==> src/hdl/lpsa_pkg.sv <==
// lpsa_pkg: shared types, constants and the arctangent table for the steering angle block
`default_nettype none

package lpsa_pkg;

  localparam int MAX_ROWS     = 1024;
  localparam int ROW_MARGIN   = 11;
  localparam int CORDIC_ITERS = 16;

  localparam int CoordW  = 10;
  localparam int CountW  = 11;
  localparam int SpeedW  = 16;
  localparam int AngleW  = 16;
  localparam int TxW     = 12;
  localparam int TyW     = 11;
  localparam int DxW     = 13;
  localparam int DyW     = 12;
  localparam int MagW    = 11;
  localparam int CW      = 26;
  localparam int PreShift = 12;
  localparam int RowIdxW = $clog2(2 * MAX_ROWS);
  localparam int CmpW    = ((RowIdxW > CountW) ? RowIdxW : CountW) + 2;
  localparam int IterW   = $clog2(CORDIC_ITERS);
  localparam int AtanIdxW = 5;
  localparam int AtanW   = 22;
  localparam int RowIdxMax = 2 * MAX_ROWS - 1;
  localparam int AngleLimit = 23040;
  localparam int RoundHalf = 128;
  localparam int RoundShift = 8;
  localparam int RoundW  = CW - RoundShift;

  typedef enum logic [7:0] {
    REG_CAR_X      = 8'd0,
    REG_CAR_Y      = 8'd1,
    REG_LANE_WIDTH = 8'd2,
    REG_ROW_COUNT  = 8'd3
  } reg_index_t;

  typedef struct packed {
    logic [CoordW-1:0] left_x;
    logic [CoordW-1:0] left_y;
    logic [CoordW-1:0] right_x;
    logic [CoordW-1:0] right_y;
    logic [SpeedW-1:0] speed_in;
    logic              last_row;
  } row_item_t;

  typedef struct packed {
    logic signed [AngleW-1:0] steer_angle;
    logic        [SpeedW-1:0] speed_out;
  } result_item_t;

  typedef struct packed {
    logic                  found;
    logic signed [TxW-1:0] target_x;
    logic        [TyW-1:0] target_y;
  } target_t;

  typedef struct packed {
    logic                  start;
    logic signed [DxW-1:0] dx;
    logic signed [DyW-1:0] dy;
    logic     [SpeedW-1:0] speed;
  } cordic_req_t;

  localparam logic [AtanW-1:0] AtanTab [24] = '{
    22'd2949120, 22'd1740967, 22'd919879, 22'd466945,
    22'd234379,  22'd117304,  22'd58666,  22'd29335,
    22'd14668,   22'd7334,    22'd3667,   22'd1833,
    22'd917,     22'd458,     22'd229,    22'd115,
    22'd57,      22'd29,      22'd14,     22'd7,
    22'd4,       22'd2,       22'd1,      22'd0
  };

  function automatic logic [AtanW-1:0] atan_entry(input logic [IterW-1:0] i);
    return AtanTab[AtanIdxW'(i)];
  endfunction

endpackage

`default_nettype wire

==> src/hdl/lpsa_row_sel.sv <==
// lpsa_row_sel: row counter and target point latch for one frame
`default_nettype none

module lpsa_row_sel (
  input  wire logic                          clk,
  input  wire logic                          rst,
  input  wire logic                          accept,
  input  wire lpsa_pkg::row_item_t           row,
  input  wire logic [lpsa_pkg::CoordW-1:0]   lane_width,
  input  wire logic [lpsa_pkg::CountW-1:0]   row_count,
  output lpsa_pkg::target_t                  tgt
);

  logic [lpsa_pkg::RowIdxW-1:0] row_index;
  logic                         found_flag;
  logic signed [lpsa_pkg::TxW-1:0] target_x;
  logic        [lpsa_pkg::TyW-1:0] target_y;

  logic has_l, has_r, qualify;
  logic [lpsa_pkg::CoordW-2:0] half;
  logic [lpsa_pkg::CoordW:0] sum_x, sum_y;
  logic [lpsa_pkg::CoordW:0] mid_x, mid_y;
  logic signed [lpsa_pkg::TxW-1:0] new_x;
  logic        [lpsa_pkg::TyW-1:0] new_y;
  logic [lpsa_pkg::CmpW-1:0] reach;

  assign has_l = (row.left_x != '0) || (row.left_y != '0);
  assign has_r = (row.right_x != '0) || (row.right_y != '0);
  assign half  = lane_width[lpsa_pkg::CoordW-1:1];
  assign reach = lpsa_pkg::CmpW'(row_index) + lpsa_pkg::CmpW'(lpsa_pkg::ROW_MARGIN);
  assign qualify = (reach <= lpsa_pkg::CmpW'(row_count)) && (has_l || has_r);

  // midpoint rounded half to even
  assign sum_x = {1'b0, row.left_x} + {1'b0, row.right_x};
  assign sum_y = {1'b0, row.left_y} + {1'b0, row.right_y};
  assign mid_x = {1'b0, sum_x[lpsa_pkg::CoordW:1]} + {{lpsa_pkg::CoordW{1'b0}},
                 (sum_x[0] & sum_x[1])};
  assign mid_y = {1'b0, sum_y[lpsa_pkg::CoordW:1]} + {{lpsa_pkg::CoordW{1'b0}},
                 (sum_y[0] & sum_y[1])};

  always_comb begin
    priority if (has_l && has_r) begin
      new_x = $signed(lpsa_pkg::TxW'(mid_x));
      new_y = lpsa_pkg::TyW'(mid_y);
    end else if (has_l) begin
      new_x = $signed(lpsa_pkg::TxW'(row.left_x)) + $signed(lpsa_pkg::TxW'(half));
      new_y = lpsa_pkg::TyW'(row.left_y);
    end else begin
      new_x = $signed(lpsa_pkg::TxW'(row.right_x)) - $signed(lpsa_pkg::TxW'(half));
      new_y = lpsa_pkg::TyW'(row.right_y);
    end
  end

  always_comb begin
    tgt.found    = found_flag || qualify;
    tgt.target_x = qualify ? new_x : target_x;
    tgt.target_y = qualify ? new_y : target_y;
  end

  always_ff @(posedge clk) begin
    if (rst) begin
      row_index  <= '0;
      found_flag <= 1'b0;
      target_x   <= '0;
      target_y   <= '0;
    end else if (accept) begin
      target_x <= tgt.target_x;
      target_y <= tgt.target_y;
      if (row.last_row) begin
        row_index  <= '0;
        found_flag <= 1'b0;
      end else begin
        found_flag <= tgt.found;
        if (row_index != lpsa_pkg::RowIdxW'(lpsa_pkg::RowIdxMax)) begin
          row_index <= row_index + 1'b1;
        end
      end
    end
  end

endmodule

`default_nettype wire

==> src/hdl/lpsa_cordic.sv <==
// lpsa_cordic: sequencer around one shared vectoring step, with the result register
`default_nettype none

module lpsa_cordic (
  input  wire logic                  clk,
  input  wire logic                  rst,
  input  wire lpsa_pkg::cordic_req_t req,
  output logic                       busy,
  output logic                       out_valid,
  input  wire logic                  out_stall,
  output lpsa_pkg::result_item_t     out_data
);

  typedef enum logic [1:0] {
    S_IDLE,
    S_RUN,
    S_ROUND,
    S_EMIT
  } state_t;

  state_t state;
  logic [lpsa_pkg::IterW-1:0] iter;
  logic signed [lpsa_pkg::CW-1:0] x, y, z;
  logic signed [lpsa_pkg::AngleW-1:0] angle;
  logic [lpsa_pkg::SpeedW-1:0] speed;
  logic negate;

  logic [lpsa_pkg::DxW-1:0] mag_dx;
  logic [lpsa_pkg::DyW-1:0] mag_dy;
  logic signed [lpsa_pkg::CW-1:0] x_init, y_init;
  logic signed [lpsa_pkg::CW-1:0] xs, ys, at;
  logic signed [lpsa_pkg::CW-1:0] x_next, y_next, z_next;
  logic signed [lpsa_pkg::CW-1:0] z_round;
  logic signed [lpsa_pkg::RoundW-1:0] m;
  logic [lpsa_pkg::AngleW-1:0] m_clamp;
  logic out_free;

  assign busy     = (state != S_IDLE);
  assign out_free = !out_valid || !out_stall;

  assign mag_dx = req.dx[lpsa_pkg::DxW-1] ? lpsa_pkg::DxW'(-req.dx) : lpsa_pkg::DxW'(req.dx);
  assign mag_dy = req.dy[lpsa_pkg::DyW-1] ? lpsa_pkg::DyW'(-req.dy) : lpsa_pkg::DyW'(req.dy);
  assign x_init = $signed(lpsa_pkg::CW'(mag_dy[lpsa_pkg::MagW-1:0]) << lpsa_pkg::PreShift);
  assign y_init = $signed(lpsa_pkg::CW'(mag_dx[lpsa_pkg::MagW-1:0]) << lpsa_pkg::PreShift);

  // shared vectoring step
  assign xs = x >>> iter;
  assign ys = y >>> iter;
  assign at = $signed(lpsa_pkg::CW'(lpsa_pkg::atan_entry(iter)));

  always_comb begin
    if (!y[lpsa_pkg::CW-1]) begin
      x_next = x + ys;
      y_next = y - xs;
      z_next = z + at;
    end else begin
      x_next = x - ys;
      y_next = y + xs;
      z_next = z - at;
    end
  end

  // round to 1/256 degree and clamp
  assign z_round = z + lpsa_pkg::CW'(lpsa_pkg::RoundHalf);
  assign m = lpsa_pkg::RoundW'(z_round >>> lpsa_pkg::RoundShift);

  always_comb begin
    priority if (m < 0) begin
      m_clamp = '0;
    end else if (m > lpsa_pkg::RoundW'(lpsa_pkg::AngleLimit)) begin
      m_clamp = lpsa_pkg::AngleW'(lpsa_pkg::AngleLimit);
    end else begin
      m_clamp = lpsa_pkg::AngleW'(m);
    end
  end

  always_ff @(posedge clk) begin
    if (rst) begin
      state     <= S_IDLE;
      out_valid <= 1'b0;
      iter      <= '0;
    end else begin
      if (out_valid && !out_stall && (state != S_EMIT)) begin
        out_valid <= 1'b0;
      end
      unique case (state)
        S_IDLE: begin
          if (req.start) begin
            speed  <= req.speed;
            negate <= req.dx[lpsa_pkg::DxW-1] ^ req.dy[lpsa_pkg::DyW-1];
            x      <= x_init;
            y      <= y_init;
            z      <= '0;
            iter   <= '0;
            priority if (req.dx == '0) begin
              angle <= '0;
              state <= S_EMIT;
            end else if (req.dy == '0) begin
              angle <= req.dx[lpsa_pkg::DxW-1] ? -lpsa_pkg::AngleW'(lpsa_pkg::AngleLimit)
                                               : lpsa_pkg::AngleW'(lpsa_pkg::AngleLimit);
              state <= S_EMIT;
            end else begin
              state <= S_RUN;
            end
          end
        end
        S_RUN: begin
          x    <= x_next;
          y    <= y_next;
          z    <= z_next;
          iter <= iter + 1'b1;
          if (iter == lpsa_pkg::IterW'(lpsa_pkg::CORDIC_ITERS - 1)) begin
            state <= S_ROUND;
          end
        end
        S_ROUND: begin
          angle <= negate ? -$signed(m_clamp) : $signed(m_clamp);
          state <= S_EMIT;
        end
        S_EMIT: begin
          if (out_free) begin
            out_valid            <= 1'b1;
            out_data.steer_angle <= angle;
            out_data.speed_out   <= speed;
            state                <= S_IDLE;
          end
        end
        default: state <= S_IDLE;
      endcase
    end
  end

endmodule

`default_nettype wire

==> src/hdl/lane_point_steering_angle_core.sv <==
// lane_point_steering_angle_core: top level of the lane point steering angle block
//
// Lane rows stream in one per cycle when not stalled, each taken in the cycle it is
// offered; the highest qualifying row's target point is latched. A last row with a target
// found stalls the input for 16 vectoring steps in one shared shift/add unit, one rounding
// step and one transfer into the output register, or for the transfer alone when the target
// lies straight ahead or level. A result waiting in the output register does not hold up
// ordinary rows; the next result-bearing last row is taken, but its result waits, input
// stalled, until the old one is taken. Registers car_x, car_y, lane_width and row_count sit
// at indexes 0 to 3 of the config port, which is always ready; other indexes are ignored.
`default_nettype none

module lane_point_steering_angle_core (
  input  wire logic                          clk,
  input  wire logic                          rst,
  input  wire logic                          in_valid,
  output logic                               in_stall,
  input  wire lpsa_pkg::row_item_t           in_data,
  output logic                               out_valid,
  input  wire logic                          out_stall,
  output lpsa_pkg::result_item_t             out_data,
  input  wire logic                          cfg_valid,
  output logic                               cfg_ready,
  input  wire logic [7:0]                    cfg_index,
  input  wire logic [15:0]                   cfg_data
);

  logic [lpsa_pkg::CoordW-1:0] car_x, car_y, lane_width;
  logic [lpsa_pkg::CountW-1:0] row_count;
  logic accept, busy;
  lpsa_pkg::target_t tgt;
  lpsa_pkg::cordic_req_t req;

  assign cfg_ready = 1'b1;
  assign in_stall  = busy;
  assign accept    = in_valid && !in_stall;

  always_ff @(posedge clk) begin
    if (rst) begin
      car_x      <= '0;
      car_y      <= '0;
      lane_width <= '0;
      row_count  <= '0;
    end else if (cfg_valid && cfg_ready) begin
      unique case (cfg_index)
        lpsa_pkg::REG_CAR_X:      car_x      <= cfg_data[lpsa_pkg::CoordW-1:0];
        lpsa_pkg::REG_CAR_Y:      car_y      <= cfg_data[lpsa_pkg::CoordW-1:0];
        lpsa_pkg::REG_LANE_WIDTH: lane_width <= cfg_data[lpsa_pkg::CoordW-1:0];
        lpsa_pkg::REG_ROW_COUNT:  row_count  <= cfg_data[lpsa_pkg::CountW-1:0];
        default: ;
      endcase
    end
  end

  lpsa_row_sel u_row_sel (
    .clk        (clk),
    .rst        (rst),
    .accept     (accept),
    .row        (in_data),
    .lane_width (lane_width),
    .row_count  (row_count),
    .tgt        (tgt)
  );

  always_comb begin
    req.start = accept && in_data.last_row && tgt.found;
    req.dx    = lpsa_pkg::DxW'(tgt.target_x) - $signed(lpsa_pkg::DxW'(car_x));
    req.dy    = $signed(lpsa_pkg::DyW'(car_y)) - $signed(lpsa_pkg::DyW'(tgt.target_y));
    req.speed = in_data.speed_in;
  end

  lpsa_cordic u_cordic (
    .clk       (clk),
    .rst       (rst),
    .req       (req),
    .busy      (busy),
    .out_valid (out_valid),
    .out_stall (out_stall),
    .out_data  (out_data)
  );

endmodule

`default_nettype wire

==> config.mk <==
export PLATFORM = sky130hd
export DESIGN_NAME = lane_point_steering_angle_core
export DESIGN_NICKNAME = d
export VERILOG_FILES = /design/src/hdl/lpsa_pkg.sv /design/src/hdl/lpsa_row_sel.sv /design/src/hdl/lpsa_cordic.sv /design/src/hdl/lane_point_steering_angle_core.sv
export SDC_FILE = /design/constraint.sdc
export NUM_CORES = 1
export LEC_CHECK = 0
export ABC_CLOCK_PERIOD_IN_PS = 18510
export BUFFER_PORTS_ARGS = -buffer_cell sky130_fd_sc_hd__buf_2
export CAP_MARGIN = 20
export CELL_PAD_IN_SITES_DETAIL_PLACEMENT = 1
export CELL_PAD_IN_SITES_GLOBAL_PLACEMENT = 1
export CORE_MARGIN = 2
export CORE_UTILIZATION = 46
export CTS_CLUSTER_DIAMETER = 200
export DETAILED_ROUTE_END_ITERATION = 6
export PLACE_DENSITY_LB_ADDON = 0.1
export SLEW_MARGIN = 20
export SYNTH_ARGS = -nofsm -noshare
export SYNTH_HDL_FRONTEND = slang
export SYNTH_SLANG_ARGS = --single-unit
==> constraint.sdc <==
create_clock -name clk -period 18.51 [get_ports clk]
set_clock_uncertainty 0.05 [all_clocks]
set_input_delay 2.7765 -clock clk [delete_from_list [all_inputs] [get_ports clk]]
set_output_delay 2.7765 -clock clk [all_outputs]
set_load 0.01 [all_outputs]
; ---- Word level (Yosys, flattened, before mapping)
; Memory sizes are Yosys's and may differ from the RTL's.
; Index checks and enable logic that the tools add are counted.
[word_totals]
regBits = 226
rom_bits = 704
input_bits = 86
out_inout_bits = 35
elab_cells = 144
n_memories = 1
[mem_list]
columns = name, words, word_bits, read_ports, rd_clocked_by_memory_dff, write_ports, line_no
row1 = (no name shown), 32, 22, 1, 0, 0, lpsa_pkg.sv:76  ; return AtanTab[AtanIdxW'(i)];
[classes]
add_sub_neg = 21
order_cmp = 4
n_eq_ne = 13
shift = 2
n_mux = 41
n_bitwise = 5
reduce_logical = 38
[op_table]
columns = operator, count
row1 = 2-to-1 mux 26 bit, 6
row2 = one-hot mux 26 bit (2 select lines), 3
row3 = 2-to-1 mux 16 bit, 7
row4 = 2-to-1 mux 11 bit, 6
row5 = adder 26 bit, 2
row6 = >>> shifter 26 x 4 -> 26 bit, 2
row7 = subtractor 26 bit, 2
row8 = 2-to-1 mux 22 bit, 2
row9 = nonzero test 10 bit, 4
row10 = 2-to-1 mux 12 bit, 3
row11 = one-hot mux 16 bit (2 select lines), 1
row12 = adder 26 x 23 -> 26 bit, 1
row13 = "adder 26 x 9 -> 26 bit, second input constant", 1
row14 = subtractor 26 x 23 -> 26 bit, 1
row15 = adder 10 x 1 -> 11 bit, 2
row16 = adder 10 x 10 -> 11 bit, 2
row17 = negation 11 bit, 2
row18 = "greater-than comparator 18 x 16 -> 1 bit, second input constant", 1
row19 = "< comparator 18 x 1 -> 1 bit, second input constant", 1
row20 = "== test 8 x 2 -> 1 bit, second input constant", 2
row21 = negation 16 bit, 1
row22 = less-or-equal comparator 13 x 11 -> 1 bit, 1
row23 = zero test 13 bit, 1
row24 = subtractor 12 x 11 -> 13 bit, 1
row25 = other kinds (35), 69

; ---- Logic depth before layout (Yosys ltp)
; Gate-level depths: netlist of run 1.
[depth]
ltp_word = 11
ltp_mapped = 26
mapped_depth_nobuf = 25

; ---- Cells and area by module
; From an unflattened synthesis of run 1, not the netlist that was laid out.
[hier_totals]
cells_unflattened = 2609
area_unflattened_um2 = 22544.1
[modules_own_cells]
columns = module, instances, cells_each, area_each_um2, seq_area_each_um2
row1 = lpsa_cordic, 1, 1671, 15160.8, 4434.3
row2 = lpsa_row_sel, 1, 637, 4797.1, 700.7
row3 = lane_point_steering_angle_core, 1, 301, 2586.2, 820.8

; ---- Worst setup path before layout of run 1
; No wires, ideal clock.
[synth_path]
path_kind = input to register
from = in in_data[17] in the netlist's numbering
to = reg u_cordic.angle[0] in the netlist's numbering, enable pin
setup_ps = 465
arrival_ps = 7720
required_ps = 17995
path_slack_ps = 10276
stages = 21
path_buffers = 1
cell_sequence = ha_1 -> inv_1 -> fa_1 -> nor2b_1 -> ha_1 -> nor3b_1 -> nand4_1 -> or4_1 -> a31o_2 -> a21oi_1 -> a21oi_1 -> ha_1 -> or3_1 -> or3_1 -> and3_1 -> o31a_1 -> o21a_1 -> clkbuf_1 -> and4b_1 -> o31ai_1 -> o21ai_0
[synth_between]
elab_chain_cells = 9
elab_cells_between_ends = 22
cone_classes = add/sub: 4 / eq/ne: 2 / mux: 5 / bitwise: 1 / reduce/logical: 10
[synth_rtl]
columns = item, line_no
row1 = "start, declared", lane_point_steering_angle_core.sv:18  ; input wire lpsa_pkg::row_item_t in_data,
row2 = adder 10 x 10 -> 11 bit or nonzero test 10 bit (tied branches), "lpsa_row_sel.sv:35, lpsa_row_sel.sv:28"
row3 = bitwise AND 1 bit or logical OR 1 bit (tied branches), "lpsa_row_sel.sv:39, lpsa_row_sel.sv:28"
row4 = "adder 10 x 1 -> 11 bit, or another cell as far along", lpsa_row_sel.sv:38  ; assign mid_y = {1'b0, sum_y[lpsa_pkg::CoordW:1]} + {{lpsa_pkg::CoordW{1'b0}},
row5 = "2-to-1 mux 11 bit, or another cell as far along", lpsa_row_sel.sv:42  ; priority if (has_l && has_r) begin
row6 = 2-to-1 mux 11 bit or 2-to-1 mux 12 bit (tied branches), "lpsa_row_sel.sv:57, lpsa_row_sel.sv:56"
row7 = subtractor 10 x 11 -> 12 bit or subtractor 12 x 11 -> 13 bit (tied branches), "lane_point_steering_angle_core.sv:68, lane_point_steering_angle_core.sv:67"
row8 = zero test 12 bit or zero test 13 bit (tied branches), "lpsa_cordic.sv:98, lpsa_cordic.sv:95"
row9 = != test 3 x 1 -> 1 bit (no line), --
row10 = AND reduction 4 bit (no line) *, --
row11 = "end signal, assigned", lpsa_cordic.sv:99  ; angle <= req.dx[lpsa_pkg::DxW-1] ? -lpsa_pkg::AngleW'(lpsa_pkg::AngleLimit)
row12 = "end signal, assigned", lpsa_cordic.sv:117  ; angle <= negate ? -$signed(m_clamp) : $signed(m_clamp);
row13 = "end, declared", lpsa_cordic.sv:24  ; logic signed [lpsa_pkg::AngleW-1:0] angle;
; Mark *: on every way between the ends. The rest lies on a longest branch, timed or not.
; A chain may end at the register's enable or synchronous reset.

; ---- Worst setup path in the final report of run 1
[layout_path]
from = in in_data[37] in the netlist's numbering
to = reg u_cordic.angle[0] in the netlist's numbering, enable pin
[layout_between]
elab_chain_cells = 9
elab_cells_between_ends = 23
cone_classes = add/sub: 4 / eq/ne: 2 / mux: 6 / bitwise: 1 / reduce/logical: 10
[layout_rtl]
columns = item, line_no
row1 = adder 10 x 10 -> 11 bit or nonzero test 10 bit (tied branches), "lpsa_row_sel.sv:35, lpsa_row_sel.sv:27"
row2 = bitwise AND 1 bit or logical OR 1 bit (tied branches), "lpsa_row_sel.sv:39, lpsa_row_sel.sv:27"
row3 = "adder 10 x 1 -> 11 bit, or another cell as far along", lpsa_row_sel.sv:38
row4 = "2-to-1 mux 11 bit, or another cell as far along", lpsa_row_sel.sv:42
row5 = 2-to-1 mux 11 bit or 2-to-1 mux 12 bit (tied branches), "lpsa_row_sel.sv:57, lpsa_row_sel.sv:56"
row6 = subtractor 10 x 11 -> 12 bit or subtractor 12 x 11 -> 13 bit (tied branches), "lane_point_steering_angle_core.sv:68, lane_point_steering_angle_core.sv:67"
row7 = zero test 12 bit or zero test 13 bit (tied branches), "lpsa_cordic.sv:98, lpsa_cordic.sv:95"
row8 = != test 3 x 1 -> 1 bit (no line), --
row9 = AND reduction 4 bit (no line) *, --
; Marked as above.

==> flow_summary.toml, run 1 <==
[setup_path]
cp-start-kind = "input port"
cp.arrival_ps = 8880
r2r_slack_ps = 10730
rr_worst_depth = 23
r2r-start = "u_row_sel.row_index[0]$_SDFFE_PP0P_"
rr_endpoint = "u_cordic.angle[0]$_SDFFCE_PN0P_"
endpoint_kind = "register"
worstSetupStartpoint = "in_data[37]"
cp.required_ps = 18700
crit_fanout = 16
crit_type = "in2reg"

[power]
finalPower_mw = 2.32
p_leak_nw = 9.33
powerDensity_nw_per_um2 = 96.0
ir_drop_v = 0.0000644

[job]
max_cap_viol_count = 0

[finish]
layout.cells.non_filler = 3261
area_delta_synth_final_pct = 9.30
drive_gt1_frac = 0.119
final_cell_mix = "nor2_1, nand2_1, a21oi_1, ha_1, edfxtp_1"
antennaDiodeCount = 0
nNetsFinal = 2884
mostFrequentLayoutCell = "nor2_1"
nFillCells = 5670
final_util = 0.508

[detailed_routing]
first_pass_iters = 6
first_iter_violations = 1082
wl_per_cell_um = 21.2
drcViolationCount = 0
via_count = 20100
via_per_inst = 6.16
wl_um = 69100
detail-route-antenna-nets = 0

[sta]
finalCritPeriodShare = 0.469
setup_viol = 0
max_slew.worst_pin.slew_ps = 1130
tns_ps = 0
min_period_ps = 8680
slew_viol_final = 0
rsz0062_at_grt = "false"
slew_headroom = 0.238
max_freq_mhz = 115
hold_viol = 0

[cts]
numCtsBuffers = 29
cts_hold_buf = 0
cts_resized = 0
h-tree-depth = 1
clock_path_buffers = 3
clock_sinks = 225
clkLatencyLatePin_ps = 590
cts_setup_buffers = 0
root_buffer = "clkbuf_16"
cts_tree = "done"
clkTransAtPathRegs_ps = 60

[synth]
seq_area_frac_synth = 0.269
synth_edf_count = 143
synthFlopType = "edfxtp_1"
yosys_warnings = 0
async_reset_ff_frac = 0
synth.avg_cell_area_um2 = 8.58
synth_cell_types = 99
netlist_area_um2 = 22100
syn_nets = 2836
synth_cells = 2576
ys_ff_latch = 225

[global_routing]
grt_first_pass_wirelength_um = 111000
grt_max_degree = 69
overflow = 0
antenna_found_initial = 0
grt_pass1_vias = 20600
track_usage = 0.274

[min_path]
hold_end = "u_cordic.out_data[8]$_DFFE_PP_"
min_path_cells = 0
min_from = "u_cordic.speed[8]$_DFFE_PP_"
hold_path_class = "reg2reg"

[floorplan]
die_w_um = 223
ios = 121
dieArea_um2 = 49800
start_util = 0.465
die_h_um = 223
row_count = 80
core_area_um2 = 47500

[placement]
place_congestion = 0.845
port_buffers = 114
dp.cells = 3208
hpwl_um = 52600

[status]
status = "complete, no violations"
worst max-delay path, stage by stage:
cell and delay (ps):
buf_2 120, ha_1 200, inv_1 60, fa_1 410
nor2b_1 250, o21a_1 160, or3_1 170, nand2_1 90
xnor2_1 160, nor2_1 50, o311ai_0 630, o21ai_0 400
ha_1 450, a21oi_1 150, nor2b_1 70, or4_1 510
a2111oi_0 650, o211ai_1 200, or3_1 410, and4b_1 390
o31ai_1 130, o21ai_1 110, buf_4 280
cell families after synthesis:
family,share of synthesized area
AND/OR/NAND/NOR,0.187
AO/OA/AOI/OAI,0.208
buffers and inverters,0.0418
flip-flops,0.269
XOR/XNOR,0.0852
adder cells (fa/ha/maj),0.102
multiplexers,0.107
other,0.000170
report_power, final:
group	internal, mW	total (mW)	switching, mW
combinational	0.440	1.09	0.654
sequential	0.590	0.620	0.0292
clock	0.365	0.606	0.241
Yosys cell counts, drive strengths merged, types with 11 or more instances:
| cell type | count | area share |
|---|---|---|
| a211oi | 39 | 0.013 |
| a21boi | 16 | 0.0054 |
| a21o | 44 | 0.015 |
| a21oi | 194 | 0.044 |
| a31oi | 40 | 0.011 |
| and2 | 28 | 0.0079 |
| and3 | 31 | 0.0088 |
| buf | 44 | 0.010 |
| clkbuf | 75 | 0.013 |
| dfxtp | 82 | 0.074 |
| edfxtp | 143 | 0.19 |
| ha | 165 | 0.093 |
| inv | 110 | 0.019 |
| mux2 | 38 | 0.020 |
| mux2i | 77 | 0.035 |
| mux4 | 52 | 0.053 |
| nand2 | 236 | 0.040 |
| nand2b | 35 | 0.0099 |
| nand3 | 58 | 0.013 |
| nand4 | 28 | 0.0082 |
| nor2 | 274 | 0.047 |
| nor2b | 21 | 0.0059 |
| nor3 | 54 | 0.012 |
| nor4 | 20 | 0.0057 |
| o211ai | 24 | 0.0082 |
| o21a | 34 | 0.012 |
| o21ai | 124 | 0.028 |
| o21bai | 11 | 0.0037 |
| o22ai | 18 | 0.0054 |
| o31ai | 21 | 0.0071 |
| or2 | 20 | 0.0058 |
| or3 | 24 | 0.0068 |
| xnor2 | 133 | 0.053 |
| xor2 | 82 | 0.032 |
per-stage QoR:
stage,cell area [um2],hold WS (ps),setup slack (ps)
6_report,24200,368,9830
5_1_grt,24200,366,9450
4_1_cts,24200,369,9780
3_5_place_dp,23100,356,9210
3_3_place_gp,23100,352,9280
2_1_floorplan,22100,350,10280
worst max-delay path by stage:
stage                                            endpoint  slack [ps]  cells past startpoint
after global routing      u_cordic.angle[7]$_SDFFCE_PN0P_        9450                     23
after CTS                 u_cordic.angle[7]$_SDFFCE_PN0P_        9780                     23
final                     u_cordic.angle[0]$_SDFFCE_PN0P_        9830                     23
after detailed placement  u_cordic.angle[5]$_SDFFCE_PN0P_        9210                     23
after global placement    u_cordic.angle[5]$_SDFFCE_PN0P_        9280                     23
after floorplan           u_cordic.angle[0]$_SDFFCE_PN0P_       10280                     21
area by class of cell:
cell class	count	area [um2]	area share
multi-input combinational	2121	15300	0.632
sequential	225	5950	0.246
clock buffer	36	846	0.0350
tap	615	769	0.0319
timing repair buffer	136	736	0.0305
inverter	111	417	0.0172
clock inverter	17	175	0.00725
registers in the layout (all words and copies together) (netlist names), 11 cells and up:
register / cells
row_count: 11
u_cordic.angle: 16
u_cordic.out_data: 32
u_cordic.speed: 16
u_cordic.x: 26
u_cordic.y: 26
u_cordic.z: 26
u_row_sel.row_index: 11
u_row_sel.target_x: 12
u_row_sel.target_y: 11
per-layer routing:
| layer | track usage | wire length [um] | vias up |
|---|---|---|---|
| met1 | 0.350 | 30400 | 9977 |
| li1 | - | - | 9665 |
| met2 | 0.491 | 34500 | 345 |
| met5 | 0 | 0 | - |
| met3 | 0.0245 | 2310 | 99 |
| met4 | 0.0769 | 1840 | 0 |
Note: power is estimated with default switching activity, not from simulation.
==> inputs of run 2 (changes only) <==
ABC_CLOCK_PERIOD_IN_PS = 7200   (was 18510)
CORE_UTILIZATION = 44   (was 46)
clock period = 7.2 ns   (was 18.51 ns; I/O delays follow)
==> run 2 against run 1 <==
  * Largest cell class unchanged
  * Wire length is 2.1% higher
  * Count of clock-buffer cells in the layout is 1 lower
  * Global-route usage is 0.93 points lower
==> flow_summary.toml, run 2 (synthesis gave the netlist of run 1 again) <==
[sta]
slew_viol_final = 0
rsz0062_at_grt = "false"
hold_viol = 0
finalCritPeriodShare = 0.920
min_period_ps = 6630
setup_viol = 0
hold_slack_ps = 369
slew_headroom = 0.383
max_freq_mhz = 151
max_slew.worst_pin.slew_ps = 925

[floorplan]
dieArea_um2 = 52000
start_util = 0.443
core_area_um2 = 49900
ios = 121
row_count = 82
die_h_um = 228
die_w_um = 228

[global_routing]
antenna_found_initial = 0
grt_max_degree = 69
track_usage = 0.264
grt_first_pass_wirelength_um = 113000
grt_pass1_vias = 20900
overflow = 0

[cts]
clock_path_buffers = 3
root_buffer = "clkbuf_16"
cts_setup_buffers = 0
cts_hold_buf = 0
h-tree-depth = 1
numCtsBuffers = 29
clkTransAtPathRegs_ps = 60
clock_sinks = 225
cts_tree = "done"
clkLatencyLatePin_ps = 590

[setup_path]
cp.required_ps = 7440
crit_type = "reg2reg"
cp.arrival_ps = 6860
r2r_slack_ps = 570
rr_worst_depth = 27
endpoint_kind = "register"
crit_fanout = 16
cp-start-kind = "register"

[finish]
area_delta_synth_final_pct = 11.1
mostFrequentLayoutCell = "nor2_1"
regMostFlops = "u_cordic.out_data"
antennaDiodeCount = 0
final_cell_mix = "nor2_1, nand2_1, a21oi_1, ha_1, edfxtp_1"
drive_gt1_frac = 0.132
nNetsFinal = 2922
nFillCells = 5889
largest_reg_flops = 32
final_design_area_no_fill_um2 = 24500

[min_path]
min_path_cells = 0
hold_path_class = "reg2reg"

[power]
finalPower_mw = 6.03
p_leak_nw = 9.51
pwr-share-clk = 0.260
seqPwrFrac = 0.266
powerDensity_nw_per_um2 = 246
internal_power_mw = 3.63
p_sw_mw = 2.40
switching_share = 0.398
ir_drop_v = 0.000172
p_comb_frac = 0.473

[placement]
place_congestion = 0.890
hpwl_um = 53900
port_buffers = 114
placed_area_um2 = 23500

[detailed_routing]
wl_um = 70500
first_pass_iters = 6
wl_per_cell_um = 21.0
drcViolationCount = 0
highest_layer = "met4"
via_per_inst = 6.03
dr_wl_met3_um = 2560
via_count = 20200
dr_wl_met2_um = 34900
detail-route-antenna-nets = 0
first_iter_violations = 1102
met1_length_um = 30700

[job]
max_cap_viol_count = 0

[status]
status = "complete, no violations"
## run 2: metal layers
metal  track usage  up-vias
li1              -     9740
met1         0.337     9970
met2         0.471      406
met3        0.0234      110
met4        0.0852        0
met5             0        -
## run 2: power by group through the flow
stage	sequential, mW	combinational, mW	clock (mW)
2_1_floorplan	1.59	2.14	0
3_3_place_gp	1.63	2.73	0
3_5_place_dp	1.63	2.83	0
4_1_cts	1.60	2.85	1.61
5_1_grt	1.61	3.19	1.65
6_report	1.61	2.85	1.57
## run 2: through the flow
stage | setup TNS, ps | cells | utilization | setup WS (ps)
after global placement | 0 | 3302 | 0.471 | 224
after detailed placement | -61.9 | 3302 | 0.471 | -5.32
after global routing | 0 | 3356 | 0.492 | 58.6
after floorplan | 0 | 2576 | - | 181
after CTS | 0 | 3355 | 0.492 | 373
final | 0 | 3356 | 0.492 | 574
## run 2: layout make-up
cell class	instances	area (um2)	area share
clock inverters	18	219	0.00892
flip-flops and latches	225	5950	0.242
clock buffers	35	800	0.0326
multi-input cells	2121	15300	0.623
inverters	111	417	0.0170
well taps	672	841	0.0343
repair buffers	174	1030	0.0422
## run 2: final timing paths
path                                                          start                         endpoint
worst max-delay path            u_row_sel.row_index[1]$_SDFFE_PP0P_  u_cordic.angle[5]$_SDFFCE_PN0P_
worst min-delay path                    u_cordic.speed[9]$_DFFE_PP_   u_cordic.out_data[9]$_DFFE_PP_
worst max register to register  u_row_sel.row_index[1]$_SDFFE_PP0P_  u_cordic.angle[5]$_SDFFCE_PN0P_
worst min register to register          u_cordic.speed[9]$_DFFE_PP_   u_cordic.out_data[9]$_DFFE_PP_
## run 2: critical path, cell delays in order (launching register included)
cell and delay (ps):
dfxtp_1 430, inv_1 80, ha_1 210, inv_1 60, a21o_1 190, nand2_1 90
xnor2_1 130, ha_1 310, a211oi_1 330, o21ai_0 190, a2111oi_2 300, buf_4 210
o221ai_4 160, o21ai_1 360, ha_1 230, inv_1 50, fa_1 400, a211oi_1 350
nor2_1 110, xor2_1 200, a2111oi_0 390, buf_4 190, o211ai_1 100, or3_1 360
and4b_1 410, o31ai_1 100, o21ai_1 150, buf_12 200
## run 2: repair_timing
| item | CTS | global route |
|---|---|---|
| hold endpoints to repair | 0 | 0 |
| gates resized for setup | 0 | 5 |
| endpoints found under the setup margin | 0 | 16 |
==> inputs of run 3 (changes only) <==
GPL_TIMING_DRIVEN = 0   (was not set)
RECOVER_POWER = 50   (was not set)
==> run 3 against run 2 <==
  * Sequential share of layout area is 0.18 points lower
  * Core utilization is 0.30 points higher
  * Largest cell class unchanged
  * Largest power group unchanged
  * Register-to-register slack worse by 410 ps
  * Wire length is 17% higher
  * Setup slack worse by 410 ps
  * Worst hold slack worse by 36 ps
  * Power is 2.7% higher
  * Sequential power hardly changed
  * Count of clock-buffer cells in the layout is 3 higher
  * Combinational power is 7% higher
==> flow_summary.toml, run 3 (synthesis gave the netlist of run 1 again) <==
[finish]
final_design_area_no_fill_um2 = 24700
area_delta_synth_final_pct = 11.7
nNetsFinal = 2985
drive_gt1_frac = 0.110
final_cell_mix = "nor2_1, nand2_1, a21oi_1, ha_1, edfxtp_1"
mostFrequentLayoutCell = "nor2_1"
antennaDiodeCount = 0
nFillCells = 6056
regMostFlops = "u_cordic.out_data"
largest_reg_flops = 32

[sta]
slew_viol_final = 0
hold_slack_ps = 333
min_period_ps = 7040
setup_slack_ps = 161
rsz0062_at_grt = "false"
tns_ps = 0
slew_headroom = 0.243
max_slew.worst_pin.slew_ps = 1130
max_freq_mhz = 142
hold_viol = 0
finalCritPeriodShare = 0.978
setup_viol = 0

[placement]
hpwl_um = 65400
place_ws_ps = -1540
placed_area_um2 = 23600
place_congestion = 0.999
port_buffers = 113

[power]
powerDensity_nw_per_um2 = 251
finalPower_mw = 6.19
p_leak_nw = 9.44
ir_drop_v = 0.000188

[status]
status = "complete, no violations"

[cts]
cts_hold_buf = 0
h-tree-depth = 1
clock_sinks = 225
root_buffer = "clkbuf_16"
clock_path_buffers = 3
cts_tree = "done"
numCtsBuffers = 30
clkTransAtPathRegs_ps = 60
clkLatencyLatePin_ps = 600

[job]
max_cap_viol_count = 0

[setup_path]
crit_type = "reg2reg"
endpoint_kind = "register"
cp-start-kind = "register"
crit_path_max_incr_delay_ps = 870
cp.arrival_ps = 7310
crit_fanout = 19
cp.required_ps = 7470
crit_slowest_cell = "a2111oi_0"
path_cells = "clkbuf_4 > clkbuf_1 > clkbuf_1 > o211ai_1 > o21ai_0 > nand3_1 > nand2b_1 > o21ai_0 > xnor2_1 > ha_1 > a21o_1 > a21oi_1 > o211ai_1 > a221o_1 > a2111oi_0 > o31ai_1 > xnor2_1 > nor2_1"

[floorplan]
row_count = 82
die_w_um = 228
ios = 121
core_area_um2 = 49900
start_util = 0.443
dieArea_um2 = 52000
die_h_um = 228

[global_routing]
grt_pass1_vias = 22100
antenna_found_initial = 0
grt_first_pass_wirelength_um = 128000
grt_max_degree = 24
overflow = 0
track_usage = 0.312

[detailed_routing]
via_per_inst = 6.23
first_pass_iters = 6
via_count = 21300
detail-route-antenna-nets = 0
drcViolationCount = 0
wl_per_cell_um = 24.1
first_iter_violations = 1284
wl_um = 82600

[min_path]
hold_path_class = "reg2reg"
[run 3: worst max-delay path, delay by kind of cell (launching register included)]
family                     cells  cell delay (ps)
AOI/OAI and AO/OA              9             2990
xor gates and xnor gates       2              390
adders and majority gates      1              320
buffers and inverters          3             1740
DFF                            1              570
and+or+nand+nor                3              670
[run 3: metrics by stage]
| step | std cells | util |
|---|---|---|
| after floorplan | 2576 | - |
| after global placement | 3361 | 0.471 |
| after detailed placement | 3368 | 0.474 |
| after CTS | 3421 | 0.496 |
| after global routing | 3420 | 0.495 |
| final | 3420 | 0.495 |
[run 3: power by group]
group          internal, mW  switching, mW  total [mW]  leakage [nW]
clock                 0.915          0.643        1.56         0.504
sequential             1.52         0.0741        1.59          1.97
combinational          1.16           1.88        3.04          6.97
[run 3: worst paths after layout]
path / to / cells after the start / startpoint / slack (ps)
max: u_cordic.y[24]$_SDFFCE_PN0P_ / 18 / u_cordic.iter[2]$_SDFFE_PP0P_ / 160
min reg2reg: u_cordic.out_data[10]$_DFFE_PP_ / 0 / u_cordic.speed[10]$_DFFE_PP_ / 330
max reg2reg: u_cordic.y[24]$_SDFFCE_PN0P_ / 18 / u_cordic.iter[2]$_SDFFE_PP0P_ / 160
min: u_cordic.out_data[10]$_DFFE_PP_ / 0 / u_cordic.speed[10]$_DFFE_PP_ / 330
[run 3: layer usage]
metal	GRT usage	up-vias	routed length [um]
li1	-	9861	-
met1	0.381	10600	34100
met2	0.552	647	40200
met3	0.0415	191	4420
met4	0.131	0	3820
met5	0	-	0
[run 3: timing repair]
item / CTS / global route
gates resized for setup: 19 / 19
pin swaps: 1 / 0
buffers inserted: 2 / 0
setup endpoints to repair: 51 / 37
[run 3: cell type report]
type / count / area (um2) / area share
inverter: 111 / 417 / 0.0169
clock inverter: 17 / 170 / 0.00689
sequential: 225 / 5940 / 0.240
clock buffer: 38 / 853 / 0.0346
multi-input combinational: 2121 / 15300 / 0.621
buffer: 114 / 507 / 0.0205
tap: 672 / 841 / 0.0340
timing repair buffer: 122 / 626 / 0.0253
